<file path="config.mk">
export PLATFORM = sky130hd
export DESIGN_NAME = rgba_color_matrix_filter
export DESIGN_NICKNAME = d
export VERILOG_FILES = /design/src/hw/rtl/rcmf_pkg.sv /design/src/hw/rtl/rgba_color_matrix_filter.sv /design/src/hw/rtl/rcmf_cfg_regs.sv /design/src/hw/rtl/rcmf_color_lane.sv /design/src/hw/rtl/rcmf_alpha_lane.sv
export VERILOG_INCLUDE_DIRS = /design/src /design/src/hw/rtl
export SDC_FILE = /design/constraint.sdc
export NUM_CORES = 2
export LEC_CHECK = 0
export ABC_AREA = 1
export BUFFER_PORTS_ARGS = -buffer_cell sky130_fd_sc_hd__buf_2
export CAP_MARGIN = 20
export CORE_MARGIN = 4
export CORE_UTILIZATION = 60
export CTS_BUF_LIST = sky130_fd_sc_hd__clkbuf_8
export CTS_CLUSTER_DIAMETER = 30
export DETAILED_ROUTE_END_ITERATION = 7
export PLACE_DENSITY = 0.75
export SLEW_MARGIN = 0
export SYNTH_ARGS = -nofsm -noshare
export SYNTH_HDL_FRONTEND = slang
export SYNTH_SLANG_ARGS = --single-unit
</file>
<file path="constraint.sdc">
create_clock -name clk -period 14 [get_ports clk]
set_clock_uncertainty 0.1 [all_clocks]
set_input_delay 2.1 -clock clk [delete_from_list [all_inputs] [get_ports clk]]
set_output_delay 2.1 -clock clk [all_outputs]
set_load 0.02 [all_outputs]
</file>
<file path="src/hw/rtl/rgba_color_matrix_filter_macros.svh">
// assertion macros shared by the rgba color matrix filter rtl
`ifndef RGBA_COLOR_MATRIX_FILTER_MACROS_SVH
`define RGBA_COLOR_MATRIX_FILTER_MACROS_SVH

`ifndef SYNTHESIS

// same-cycle implication, sampled on clk, off while in reset
`define RCMF_ASSERT_IMPLY(lbl, ante, cons, msg) \
  lbl: assert property (@(posedge clk) disable iff (!rst_n) (ante) |-> (cons)) \
    else $error(msg);

// next-cycle implication, sampled on clk, off while in reset
`define RCMF_ASSERT_NEXT(lbl, ante, cons, msg) \
  lbl: assert property (@(posedge clk) disable iff (!rst_n) (ante) |=> (cons)) \
    else $error(msg);

`else

`define RCMF_ASSERT_IMPLY(lbl, ante, cons, msg)

`define RCMF_ASSERT_NEXT(lbl, ante, cons, msg)

`endif

`endif

</file>
<file path="src/hw/rtl/rcmf_pkg.sv">
// shared types and constants of the rgba color matrix filter
package rcmf_pkg;

  localparam int PIX_W      = 8;
  localparam int COEF_W     = 16;
  localparam int ROW_W      = 4 * COEF_W;
  localparam int GAIN_W     = 16;
  localparam int CFG_IDX_W  = 3;
  localparam int CFG_DATA_W = 64;

  // signed product of an 8-bit pixel and a 16-bit coefficient
  localparam int PROD_W  = PIX_W + COEF_W + 1;
  // four products summed
  localparam int SUM_W   = PROD_W + 1;
  // unsigned alpha times gain
  localparam int APROD_W = PIX_W + GAIN_W;

  localparam int COEF_FRAC_BITS_DEF = 12;

  localparam logic [PIX_W-1:0] PIX_MAX = '1;

  // register indexes on the configuration port
  localparam logic [CFG_IDX_W-1:0] REG_RED_ROW    = 3'd0;
  localparam logic [CFG_IDX_W-1:0] REG_GREEN_ROW  = 3'd1;
  localparam logic [CFG_IDX_W-1:0] REG_BLUE_ROW   = 3'd2;
  localparam logic [CFG_IDX_W-1:0] REG_ALPHA_GAIN = 3'd3;

  // identity filter after reset
  localparam logic [ROW_W-1:0]  RED_ROW_RST    = 64'h0000_0000_0000_1000;
  localparam logic [ROW_W-1:0]  GREEN_ROW_RST  = 64'h0000_0000_1000_0000;
  localparam logic [ROW_W-1:0]  BLUE_ROW_RST   = 64'h0000_1000_0000_0000;
  localparam logic [GAIN_W-1:0] ALPHA_GAIN_RST = 16'h1000;

  typedef struct packed {
    logic [ROW_W-1:0]  red_row;
    logic [ROW_W-1:0]  green_row;
    logic [ROW_W-1:0]  blue_row;
    logic [GAIN_W-1:0] alpha_gain;
  } cfg_t;

  // per-stage enables of the pixel pipeline
  typedef struct packed {
    logic mul;
    logic sum;
    logic sat;
  } stage_en_t;

endpackage

</file>
<file path="src/hw/rtl/rgba_color_matrix_filter.sv">
// top level of the rgba color matrix filter
// a pixel moves from the start edge through the product, sum and result registers to the out_valid strobe
// throughput: one pixel per clock, start may stay high every cycle
// busy stays low; the pipeline never stalls since results cannot be held off
// rst_n (synchronous) clears the stage valids and loads the identity filter
// cfg_ready is always high; writes are registered
`include "rgba_color_matrix_filter_macros.svh"

module rgba_color_matrix_filter
  import rcmf_pkg::*;
#(
  parameter int COEF_FRAC_BITS = COEF_FRAC_BITS_DEF
) (
  input  logic                  clk,
  input  logic                  rst_n,

  // pixel input, one transaction per start while not busy
  input  logic                  start,
  output logic                  busy,
  input  logic [PIX_W-1:0]      in_red,
  input  logic [PIX_W-1:0]      in_green,
  input  logic [PIX_W-1:0]      in_blue,
  input  logic [PIX_W-1:0]      in_alpha,

  // filtered pixel, valid for a single cycle
  output logic                  out_valid,
  output logic [PIX_W-1:0]      out_red,
  output logic [PIX_W-1:0]      out_green,
  output logic [PIX_W-1:0]      out_blue,
  output logic [PIX_W-1:0]      out_alpha,

  // register writes
  input  logic                  cfg_valid,
  output logic                  cfg_ready,
  input  logic [CFG_IDX_W-1:0]  cfg_index,
  input  logic [CFG_DATA_W-1:0] cfg_data
);

  logic      accept;
  logic      mul_vld_r;
  logic      sum_vld_r;
  logic      out_vld_r;
  stage_en_t en;
  cfg_t      cfg;

  // no backpressure anywhere, so a new pixel is taken every cycle
  assign busy      = 1'b0;
  assign cfg_ready = 1'b1;
  assign accept    = start && !busy;

  // valid bits ride alongside the lane data
  always_ff @(posedge clk) begin
    if (!rst_n) begin
      mul_vld_r <= 1'b0;
      sum_vld_r <= 1'b0;
      out_vld_r <= 1'b0;
    end else begin
      mul_vld_r <= accept;
      sum_vld_r <= mul_vld_r;
      out_vld_r <= sum_vld_r;
    end
  end

  // stage enables: products load on accept, sums and results follow
  assign en.mul = accept;
  assign en.sum = mul_vld_r;
  assign en.sat = sum_vld_r;

  rcmf_cfg_regs u_cfg (
    .clk      (clk),
    .rst_n    (rst_n),
    .wr_en    (cfg_valid && cfg_ready),
    .wr_index (cfg_index),
    .wr_data  (cfg_data),
    .cfg      (cfg)
  );

  // one lane per color output, each with its own row of coefficients
  rcmf_color_lane #(.COEF_FRAC_BITS(COEF_FRAC_BITS)) u_lane_red (
    .clk    (clk),
    .rst_n  (rst_n),
    .en     (en),
    .red    (in_red),
    .green  (in_green),
    .blue   (in_blue),
    .row    (cfg.red_row),
    .result (out_red)
  );

  rcmf_color_lane #(.COEF_FRAC_BITS(COEF_FRAC_BITS)) u_lane_green (
    .clk    (clk),
    .rst_n  (rst_n),
    .en     (en),
    .red    (in_red),
    .green  (in_green),
    .blue   (in_blue),
    .row    (cfg.green_row),
    .result (out_green)
  );

  rcmf_color_lane #(.COEF_FRAC_BITS(COEF_FRAC_BITS)) u_lane_blue (
    .clk    (clk),
    .rst_n  (rst_n),
    .en     (en),
    .red    (in_red),
    .green  (in_green),
    .blue   (in_blue),
    .row    (cfg.blue_row),
    .result (out_blue)
  );

  // alpha only scales by its own gain
  rcmf_alpha_lane #(.COEF_FRAC_BITS(COEF_FRAC_BITS)) u_lane_alpha (
    .clk    (clk),
    .en     (en),
    .alpha  (in_alpha),
    .gain   (cfg.alpha_gain),
    .result (out_alpha)
  );

  assign out_valid = out_vld_r;

  // every result strobe traces back to a taken transaction through the product and sum valids
  `RCMF_ASSERT_IMPLY(a_out_from_accept, out_vld_r, $past(accept, 3), "result strobe without matching input transaction")
  // a taken pixel moves to the sum stage
  `RCMF_ASSERT_NEXT(a_mul_to_sum, mul_vld_r, sum_vld_r, "valid lost between product and sum stage")
  // a summed pixel always produces a result strobe
  `RCMF_ASSERT_NEXT(a_sum_to_out, sum_vld_r, out_vld_r, "valid lost between sum and result stage")

endmodule

</file>
<file path="src/hw/rtl/rcmf_cfg_regs.sv">
// configuration registers of the rgba color matrix filter
`include "rgba_color_matrix_filter_macros.svh"

module rcmf_cfg_regs
  import rcmf_pkg::*;
(
  input  logic                  clk,
  input  logic                  rst_n,
  input  logic                  wr_en,
  input  logic [CFG_IDX_W-1:0]  wr_index,
  input  logic [CFG_DATA_W-1:0] wr_data,
  output cfg_t                  cfg
);

  cfg_t cfg_r;
  cfg_t cfg_nxt;

  always_comb begin
    cfg_nxt = cfg_r;
    if (wr_en) begin
      unique case (wr_index)
        REG_RED_ROW:    cfg_nxt.red_row    = wr_data[ROW_W-1:0];
        REG_GREEN_ROW:  cfg_nxt.green_row  = wr_data[ROW_W-1:0];
        REG_BLUE_ROW:   cfg_nxt.blue_row   = wr_data[ROW_W-1:0];
        REG_ALPHA_GAIN: cfg_nxt.alpha_gain = wr_data[GAIN_W-1:0];
        default:        cfg_nxt = cfg_r;
      endcase
    end
  end

  always_ff @(posedge clk) begin
    if (!rst_n) begin
      cfg_r.red_row    <= RED_ROW_RST;
      cfg_r.green_row  <= GREEN_ROW_RST;
      cfg_r.blue_row   <= BLUE_ROW_RST;
      cfg_r.alpha_gain <= ALPHA_GAIN_RST;
    end else begin
      cfg_r <= cfg_nxt;
    end
  end

  assign cfg = cfg_r;

  // writes to unknown indexes leave every register alone
  `RCMF_ASSERT_NEXT(a_cfg_unknown_idx_ignored, wr_en && (wr_index != REG_RED_ROW) && (wr_index != REG_GREEN_ROW) && (wr_index != REG_BLUE_ROW) && (wr_index != REG_ALPHA_GAIN), $stable(cfg_r), "write to unknown register index changed state")

endmodule

</file>
<file path="src/hw/rtl/rcmf_color_lane.sv">
// one color output: multiply, sum, saturate over three register stages
`include "rgba_color_matrix_filter_macros.svh"

module rcmf_color_lane
  import rcmf_pkg::*;
#(
  parameter int COEF_FRAC_BITS = COEF_FRAC_BITS_DEF
) (
  input  logic             clk,
  input  logic             rst_n,
  input  stage_en_t        en,
  input  logic [PIX_W-1:0] red,
  input  logic [PIX_W-1:0] green,
  input  logic [PIX_W-1:0] blue,
  input  logic [ROW_W-1:0] row,
  output logic [PIX_W-1:0] result
);

  logic signed [PROD_W-1:0] pix_ext [4];
  logic signed [PROD_W-1:0] coef_ext [4];
  logic signed [PROD_W-1:0] prod_nxt [4];
  logic signed [PROD_W-1:0] prod_r [4];
  logic signed [SUM_W-1:0]  sum_nxt;
  logic signed [SUM_W-1:0]  sum_r;
  logic [PIX_W-1:0]         sat_nxt;
  logic [PIX_W-1:0]         sat_r;

  // slot order: red, green, blue, offset (scaled by full-scale pixel)
  always_comb begin
    pix_ext[0] = $signed({{(PROD_W-PIX_W){1'b0}}, red});
    pix_ext[1] = $signed({{(PROD_W-PIX_W){1'b0}}, green});
    pix_ext[2] = $signed({{(PROD_W-PIX_W){1'b0}}, blue});
    pix_ext[3] = $signed({{(PROD_W-PIX_W){1'b0}}, PIX_MAX});
    for (int k = 0; k < 4; k++) begin
      coef_ext[k] = $signed({{(PROD_W-COEF_W){row[COEF_W*k+COEF_W-1]}},
                             row[COEF_W*k +: COEF_W]});
      prod_nxt[k] = pix_ext[k] * coef_ext[k];
    end
  end

  always_ff @(posedge clk) begin
    if (en.mul) begin
      prod_r <= prod_nxt;
    end
  end

  assign sum_nxt = SUM_W'(prod_r[0]) + SUM_W'(prod_r[1])
                 + SUM_W'(prod_r[2]) + SUM_W'(prod_r[3]);

  always_ff @(posedge clk) begin
    if (en.sum) begin
      sum_r <= sum_nxt;
    end
  end

  // floor by the fraction width, clamp to 0..255
  always_comb begin
    priority if (sum_r[SUM_W-1]) begin
      sat_nxt = '0;
    end else if (|sum_r[SUM_W-2:COEF_FRAC_BITS+PIX_W]) begin
      sat_nxt = PIX_MAX;
    end else begin
      sat_nxt = sum_r[COEF_FRAC_BITS +: PIX_W];
    end
  end

  always_ff @(posedge clk) begin
    if (en.sat) begin
      sat_r <= sat_nxt;
    end
  end

  assign result = sat_r;

  // a negative sum must come out as zero
  `RCMF_ASSERT_NEXT(a_lane_neg_clamps_zero, en.sat && sum_r[SUM_W-1], sat_r == '0, "negative sum not clamped to zero")

endmodule

</file>
<file path="src/hw/rtl/rcmf_alpha_lane.sv">
// alpha output: gain multiply, overflow check, saturated result register
module rcmf_alpha_lane
  import rcmf_pkg::*;
#(
  parameter int COEF_FRAC_BITS = COEF_FRAC_BITS_DEF
) (
  input  logic              clk,
  input  stage_en_t         en,
  input  logic [PIX_W-1:0]  alpha,
  input  logic [GAIN_W-1:0] gain,
  output logic [PIX_W-1:0]  result
);

  logic [APROD_W-1:0] prod_nxt;
  logic [APROD_W-1:0] prod_r;
  logic               ovf_r;
  logic [PIX_W-1:0]   quo_r;
  logic [PIX_W-1:0]   sat_r;

  assign prod_nxt = APROD_W'(alpha) * APROD_W'(gain);

  always_ff @(posedge clk) begin
    if (en.mul) begin
      prod_r <= prod_nxt;
    end
  end

  always_ff @(posedge clk) begin
    if (en.sum) begin
      ovf_r <= |prod_r[APROD_W-1:COEF_FRAC_BITS+PIX_W];
      quo_r <= prod_r[COEF_FRAC_BITS +: PIX_W];
    end
  end

  always_ff @(posedge clk) begin
    if (en.sat) begin
      sat_r <= ovf_r ? PIX_MAX : quo_r;
    end
  end

  assign result = sat_r;

endmodule
</file>
---- Word-level counts from Yosys, hierarchy flattened ----
Index checks and enable logic that the tools add are counted.
storage, ports and cells
  bits in latches ......................... 0
  memory bits (read-only) ................. 0
  flip-flop bits (word level) ............. 654
  output and inout bits ................... 35
  word-level logic and storage cells ...... 66
  bits in writable memories ............... 0
  memories kept ........................... 0
cells by class
  $mul .................................... 13
  mux-type cells .......................... 3
  add/subtract/negate cells ............... 9
  bitwise logic cells ..................... 0
  reductions and logical operators ........ 9
  order comparisons ....................... 0
  shift operators ......................... 0
  divide/modulo/power cells ............... 0
  equal/unequal tests ..................... 3
operators with widths
  kind                   count
  $mul 9x16->25          9
  $add 26x25->26         6
  $add 25x25->26         3
  $mul 9x16->25 const A  3
  $mul 8x16->24          1
  $mux 8                 3
  $reduce_or 5->1        3
  $reduce_and 2->1       4
  $eq 3x2->1 const B     2
  $reduce_or 4->1        1
  $eq 3x1->1 const B     1
  $logic_not 3->1        1

---- Logic depth before layout (Yosys ltp) ----
  word-level depth ........................ 3
  depth in mapped cells ................... 24

---- Hierarchy ----
Synthesis repeated with hierarchy kept, for this count alone.
second synthesis, totals
  cells, all modules ...................... 11477
  area, all modules ....................... 89357.0 um^2
modules (own cells, without submodules)
  module                           cells an instance  instances  area an instance (um^2)  seq. area each (um^2)
  rcmf_color_lane at u_lane_blue   3208               1          25234.2                  3663.5
  rcmf_color_lane at u_lane_red    3177               1          25202.9                  3663.5
  rcmf_color_lane at u_lane_green  3181               1          25171.6                  3663.5
  rcmf_cfg_regs                    1211               1          8405.6                   4164.0
  rcmf_alpha_lane                  687                1          5237.5                   870.8
  rgba_color_matrix_filter         13                 1          105.1                    60.1

---- Least setup slack after synthesis ----
No wires, ideal clock.
  path type ............................... input to register
  from .................................... input port in_blue[0]
  to ...................................... register u_lane_red.prod_r[39] in the netlist's numbering, data pin
  required time ........................... 13.648 ns
  arrival time ............................ 6.092 ns
  slack ................................... 7.556 ns
  stages .................................. 19
  library setup time ...................... 0.252 ns
  cells stage by stage .................... clkbuf_1 buf_1 nand2_1 fa_1 inv_1 fa_1 inv_1 fa_1 fa_1 inv_1 ha_1 a21oi_1 nand2_1 a21oi_1 o21ai_0 nand2_1 nand2_1 nand2_1 nand2_1
RTL lines
  what                  line                            source
  start, declared       rgba_color_matrix_filter.sv:22  input logic [PIX_W-1:0] in_blue,
  end signal, assigned  rcmf_color_lane.sv:43           prod_r <= prod_nxt;
  end, declared         rcmf_color_lane.sv:22           logic signed [PROD_W-1:0] prod_r [4];

==> metrics.json <==
{
  "power_and_ir_drop": {
    "intPower_uw": 5462,
    "netSwitchingFraction_pct": 42.43,
    "share_clk_of_total_power_pct": 28.6,
    "worst_ir_drop_vdd_mv": 0.1728,
    "power.density_nw_per_um2": 102.8,
    "combinationalPowerShare_pct": 44.5,
    "seq_power_share_pct": 26.9,
    "static_power_due_to_leakage_uw": 0.05421,
    "p_switching_uw": 4026
  },
  "floorplan": {
    "placement_rows": 139,
    "die_width_um": 387.8,
    "core-area_um2": 143500,
    "fp.dieArea_um2": 150400,
    "num_io_pins": 138,
    "fp.dieH_um": 387.8,
    "starting_density_of_the_core_pct": 60.32
  },
  "timing": {
    "finalSetupViolCount": 0,
    "final_critical_path_setup_slack_ns": 7.598,
    "final-max-slew-violation-count": 0,
    "max-slew-margin-rel_pct": 21.14,
    "final.period_utilization_pct": 45.73,
    "rsz0062_at_grt": "no",
    "finalCriticalPeriod_ns": 6.402,
    "max_slew.worst_pin.slew_ns": 1.183,
    "hold_viol": 0,
    "fin_tns_setup_ns": 0,
    "fmax_mhz": 156.2
  },
  "placed_design": {
    "number_of_port_buffers": 135,
    "pre_cts_slack_ns": 6.733,
    "dp_hpwl_mm": 182.6,
    "globalplace.congestion": 0.9276
  },
  "layout": {
    "regArea_um2": 16090,
    "filler_cell_count": 12400,
    "syn2layout_area_growth_pct": 6.608,
    "layout-drive-gt1-share_pct": 4.232,
    "multi_input_comb_area_um2": 57530,
    "nets": 12950
  },
  "cts": {
    "cts_resized": 0,
    "clock_tree.buffer_depth": 3,
    "clock_sink_count": 606,
    "cts_tree": "yes",
    "postCtsSetupBuffers": 0,
    "hold_buffers": 0,
    "clockRootBuffer": "sky130_fd_sc_hd__clkbuf_8",
    "cts_clock_pin_slew_for_the_worst_setup_and_hold_paths_ns": 0.06,
    "cts_made_buffers": 158,
    "clock_latency_late_sink_ns": 0.92,
    "cts_htree_levels": 4
  },
  "setup_path": {
    "stages_on_the_worst_setup_path": 18,
    "r2r.worst_path.cells": 15,
    "critical-path-max-stage-delay_ns": 0.80,
    "critPathKind": "in -> reg",
    "reg2reg_setup_slack_ns": 8.89,
    "worstReg2RegEnd": "u_lane_blue.prod_r[24]",
    "critical_path_arrival_ns": 6.94,
    "cp_cell_sequence": "buf_2 > nand2_1 > fa_1 > inv_1 > fa_1 > inv_1 > fa_1 > fa_1 > inv_1 > ha_1 > a21oi_1 > nand2_1 > a21oi_1 > o21ai_0 > nand2_1 > nand2_1 > nand2_1 > nand2_1",
    "setup.worst_path.end_class": "flop",
    "worst_path_fanout_max": 48,
    "cp_slowest_cell": "sky130_fd_sc_hd__buf_2",
    "path_delay_family": "adder cells",
    "critical_path_buffers_and_inverters": 4,
    "worst_setup_path_start_kind": "input pin",
    "cp-startpoint": "in_blue[1]",
    "crit_path_frequent_cell": "sky130_fd_sc_hd__nand2_1",
    "timing.rr.start": "u_cfg.cfg[79]",
    "termination_of_the_worst_setup_path": "u_lane_blue.prod_r[39]",
    "required_ns": 14.54
  },
  "routing": {
    "wl_per_cell_um": 17.48,
    "dr_total_vias": 66800,
    "vias_per_cell": 5.216,
    "drt_pre_antenna_iters": 8,
    "detail_route.drc_violations": 0,
    "drtAntennaViolNets": 0,
    "routed_wirelength_mm": 223.9,
    "detail_route.iter0.violations": 4189
  },
  "synth": {
    "yosys.area.top_type_share_pct": 31.62,
    "postSynthCellCount": 10800,
    "yosysSeqAreaShare_pct": 18.59,
    "synth.cell_area_um2": 86550,
    "synth.avg_cell_area_um2": 8.013,
    "yosys.area.top_type": "sky130_fd_sc_hd__fa_1",
    "synth.yosys.warnings": 0,
    "ys_seq_elements": 606,
    "synth.net_count": 12990,
    "synth.area.top_cells": "sky130_fd_sc_hd__fa_1, sky130_fd_sc_hd__edfxtp_1, sky130_fd_sc_hd__inv_1, sky130_fd_sc_hd__ha_1, sky130_fd_sc_hd__nand2_1",
    "yosysUniqueCellTypes": 39
  },
  "worst_hold_path": {
    "hp-class": "reg -> reg"
  },
  "status": {
    "status": "completed"
  },
  "global_routing": {
    "global_route_wire_length_before_repair_mm": 366.5,
    "grt_start_max_net_pins": 181,
    "number_of_global_route_vias_before_repair": 70330,
    "grt_remaining_overflow": 0,
    "antenna_found_initial": 11,
    "grt_util_all_layers_pct": 30.56
  },
  "job": {
    "cap_viol_max_count": 0
  }
}
cells by family after synthesis:
logic type	share of synthesized area, %
buf+inv	14.95
other cells	0.008677
flops	18.59
compound gates	5.872
fa+ha+maj	42.01
xor+xnor	2.520
simple gates	16.05
cells in the final DEF, fill, tap and decap left out, drive strengths merged, types with 66 or more instances in the layout:
cell | synthesis | layout
clkbuf | 305 | 166
nor3 | 66 | 66
buf | 61 | 165
dfxtp | 211 | 211
edfxtp | 395 | 395
a21oi | 427 | 427
xor2 | 131 | 131
inv | 3055 | 3075
nand4 | 86 | 86
o21ai | 380 | 380
nand3 | 269 | 269
nor2 | 708 | 708
xnor2 | 118 | 118
nand2 | 2326 | 2326
fa | 1367 | 1367
ha | 719 | 719
layout make-up:
cell class                 count  area share, %
inverter                    3055          12.43
clock inverter               128          1.671
multi-input combinational   6774          62.35
clock buffer                 166          2.476
timing repair buffer         165          1.031
antenna                       11        0.02983
sequential                   606          17.44
tap                         1903          2.581
metrics by stage:
stage,utilization (%),instance area [um2],instances,hold WS [ns],total power [uW]
3_5_place_dp,61.59,88370,12500,0.3064,6754
3_3_place_gp,61.59,88370,12500,0.3116,6682
5_1_grt,64.30,92260,12800,0.3310,10250
2_1_floorplan,-,86550,10800,0.3003,5472
6_report,64.31,92270,12810,0.3250,9488
4_1_cts,64.26,92200,12800,0.3245,9534
per-layer routing:
| layer | global-route usage [%] | part of all wire (%) | wire length, um |
|---|---|---|---|
| met1 | 39.22 | 41 | 91480 |
| met2 | 50.05 | 47 | 104800 |
| met3 | 5.736 | 7.0 | 15620 |
| met4 | 14.81 | 5.3 | 11890 |
| met5 | 0.4466 | 0.057 | 127 |
sequential cells by signal, summed over array words and instances, names as in the netlist, 8 cells and up:
register	cells
u_lane_red.sum_r	14
u_lane_alpha.prod_r	12
u_lane_alpha.result	8
u_lane_alpha.quo_r	8
u_lane_green.result	8
u_lane_blue.prod_r	100
u_cfg.cfg	208
u_lane_red.result	8
u_lane_red.prod_r	100
u_lane_green.sum_r	14
u_lane_blue.result	8
u_lane_blue.sum_r	14
u_lane_green.prod_r	100
cell usage after synthesis, drive strengths merged:
cell type     n
a21o         34
or2          12
edfxtp      395
nand3       269
inv        3055
and2          4
clkbuf      305
o21ai       380
nand4        86
nand2      2326
a31oi         6
nand3b        5
o21a         27
o21bai       51
nor3         66
a211oi        1
a21oi       427
nor2        708
fa         1367
o211ai        6
dfxtp       211
xor2        131
a21boi       15
nor4          8
nand2b        1
xnor2       118
buf          61
nor3b         4
ha          719
or4           1
conb          2
power groups by stage:
stage          Sequential [uW]  Combinational [uW]  Clock, uW
2_1_floorplan             2430                3040          0
3_3_place_gp              2580                4100          0
3_5_place_dp              2590                4170          0
4_1_cts                   2550                4210       2770
5_1_grt                   2570                4810       2870
6_report                  2550                4220       2710
how the worst min path moves through the flow:
stage                            start                    end  slack, ns  depth (start not counted)
3_3_place_gp   u_lane_alpha.prod_r[19]  u_lane_alpha.quo_r[7]       0.31                          0
2_1_floorplan  u_lane_alpha.prod_r[12]  u_lane_alpha.quo_r[0]       0.30                          0
4_1_cts        u_lane_alpha.prod_r[12]  u_lane_alpha.quo_r[0]       0.32                          0
6_report       u_lane_alpha.prod_r[17]  u_lane_alpha.quo_r[5]       0.33                          0
5_1_grt        u_lane_alpha.prod_r[12]  u_lane_alpha.quo_r[0]       0.33                          0
3_5_place_dp   u_lane_alpha.prod_r[19]  u_lane_alpha.quo_r[7]       0.31                          0
Power figures use the tool's default switching activity.
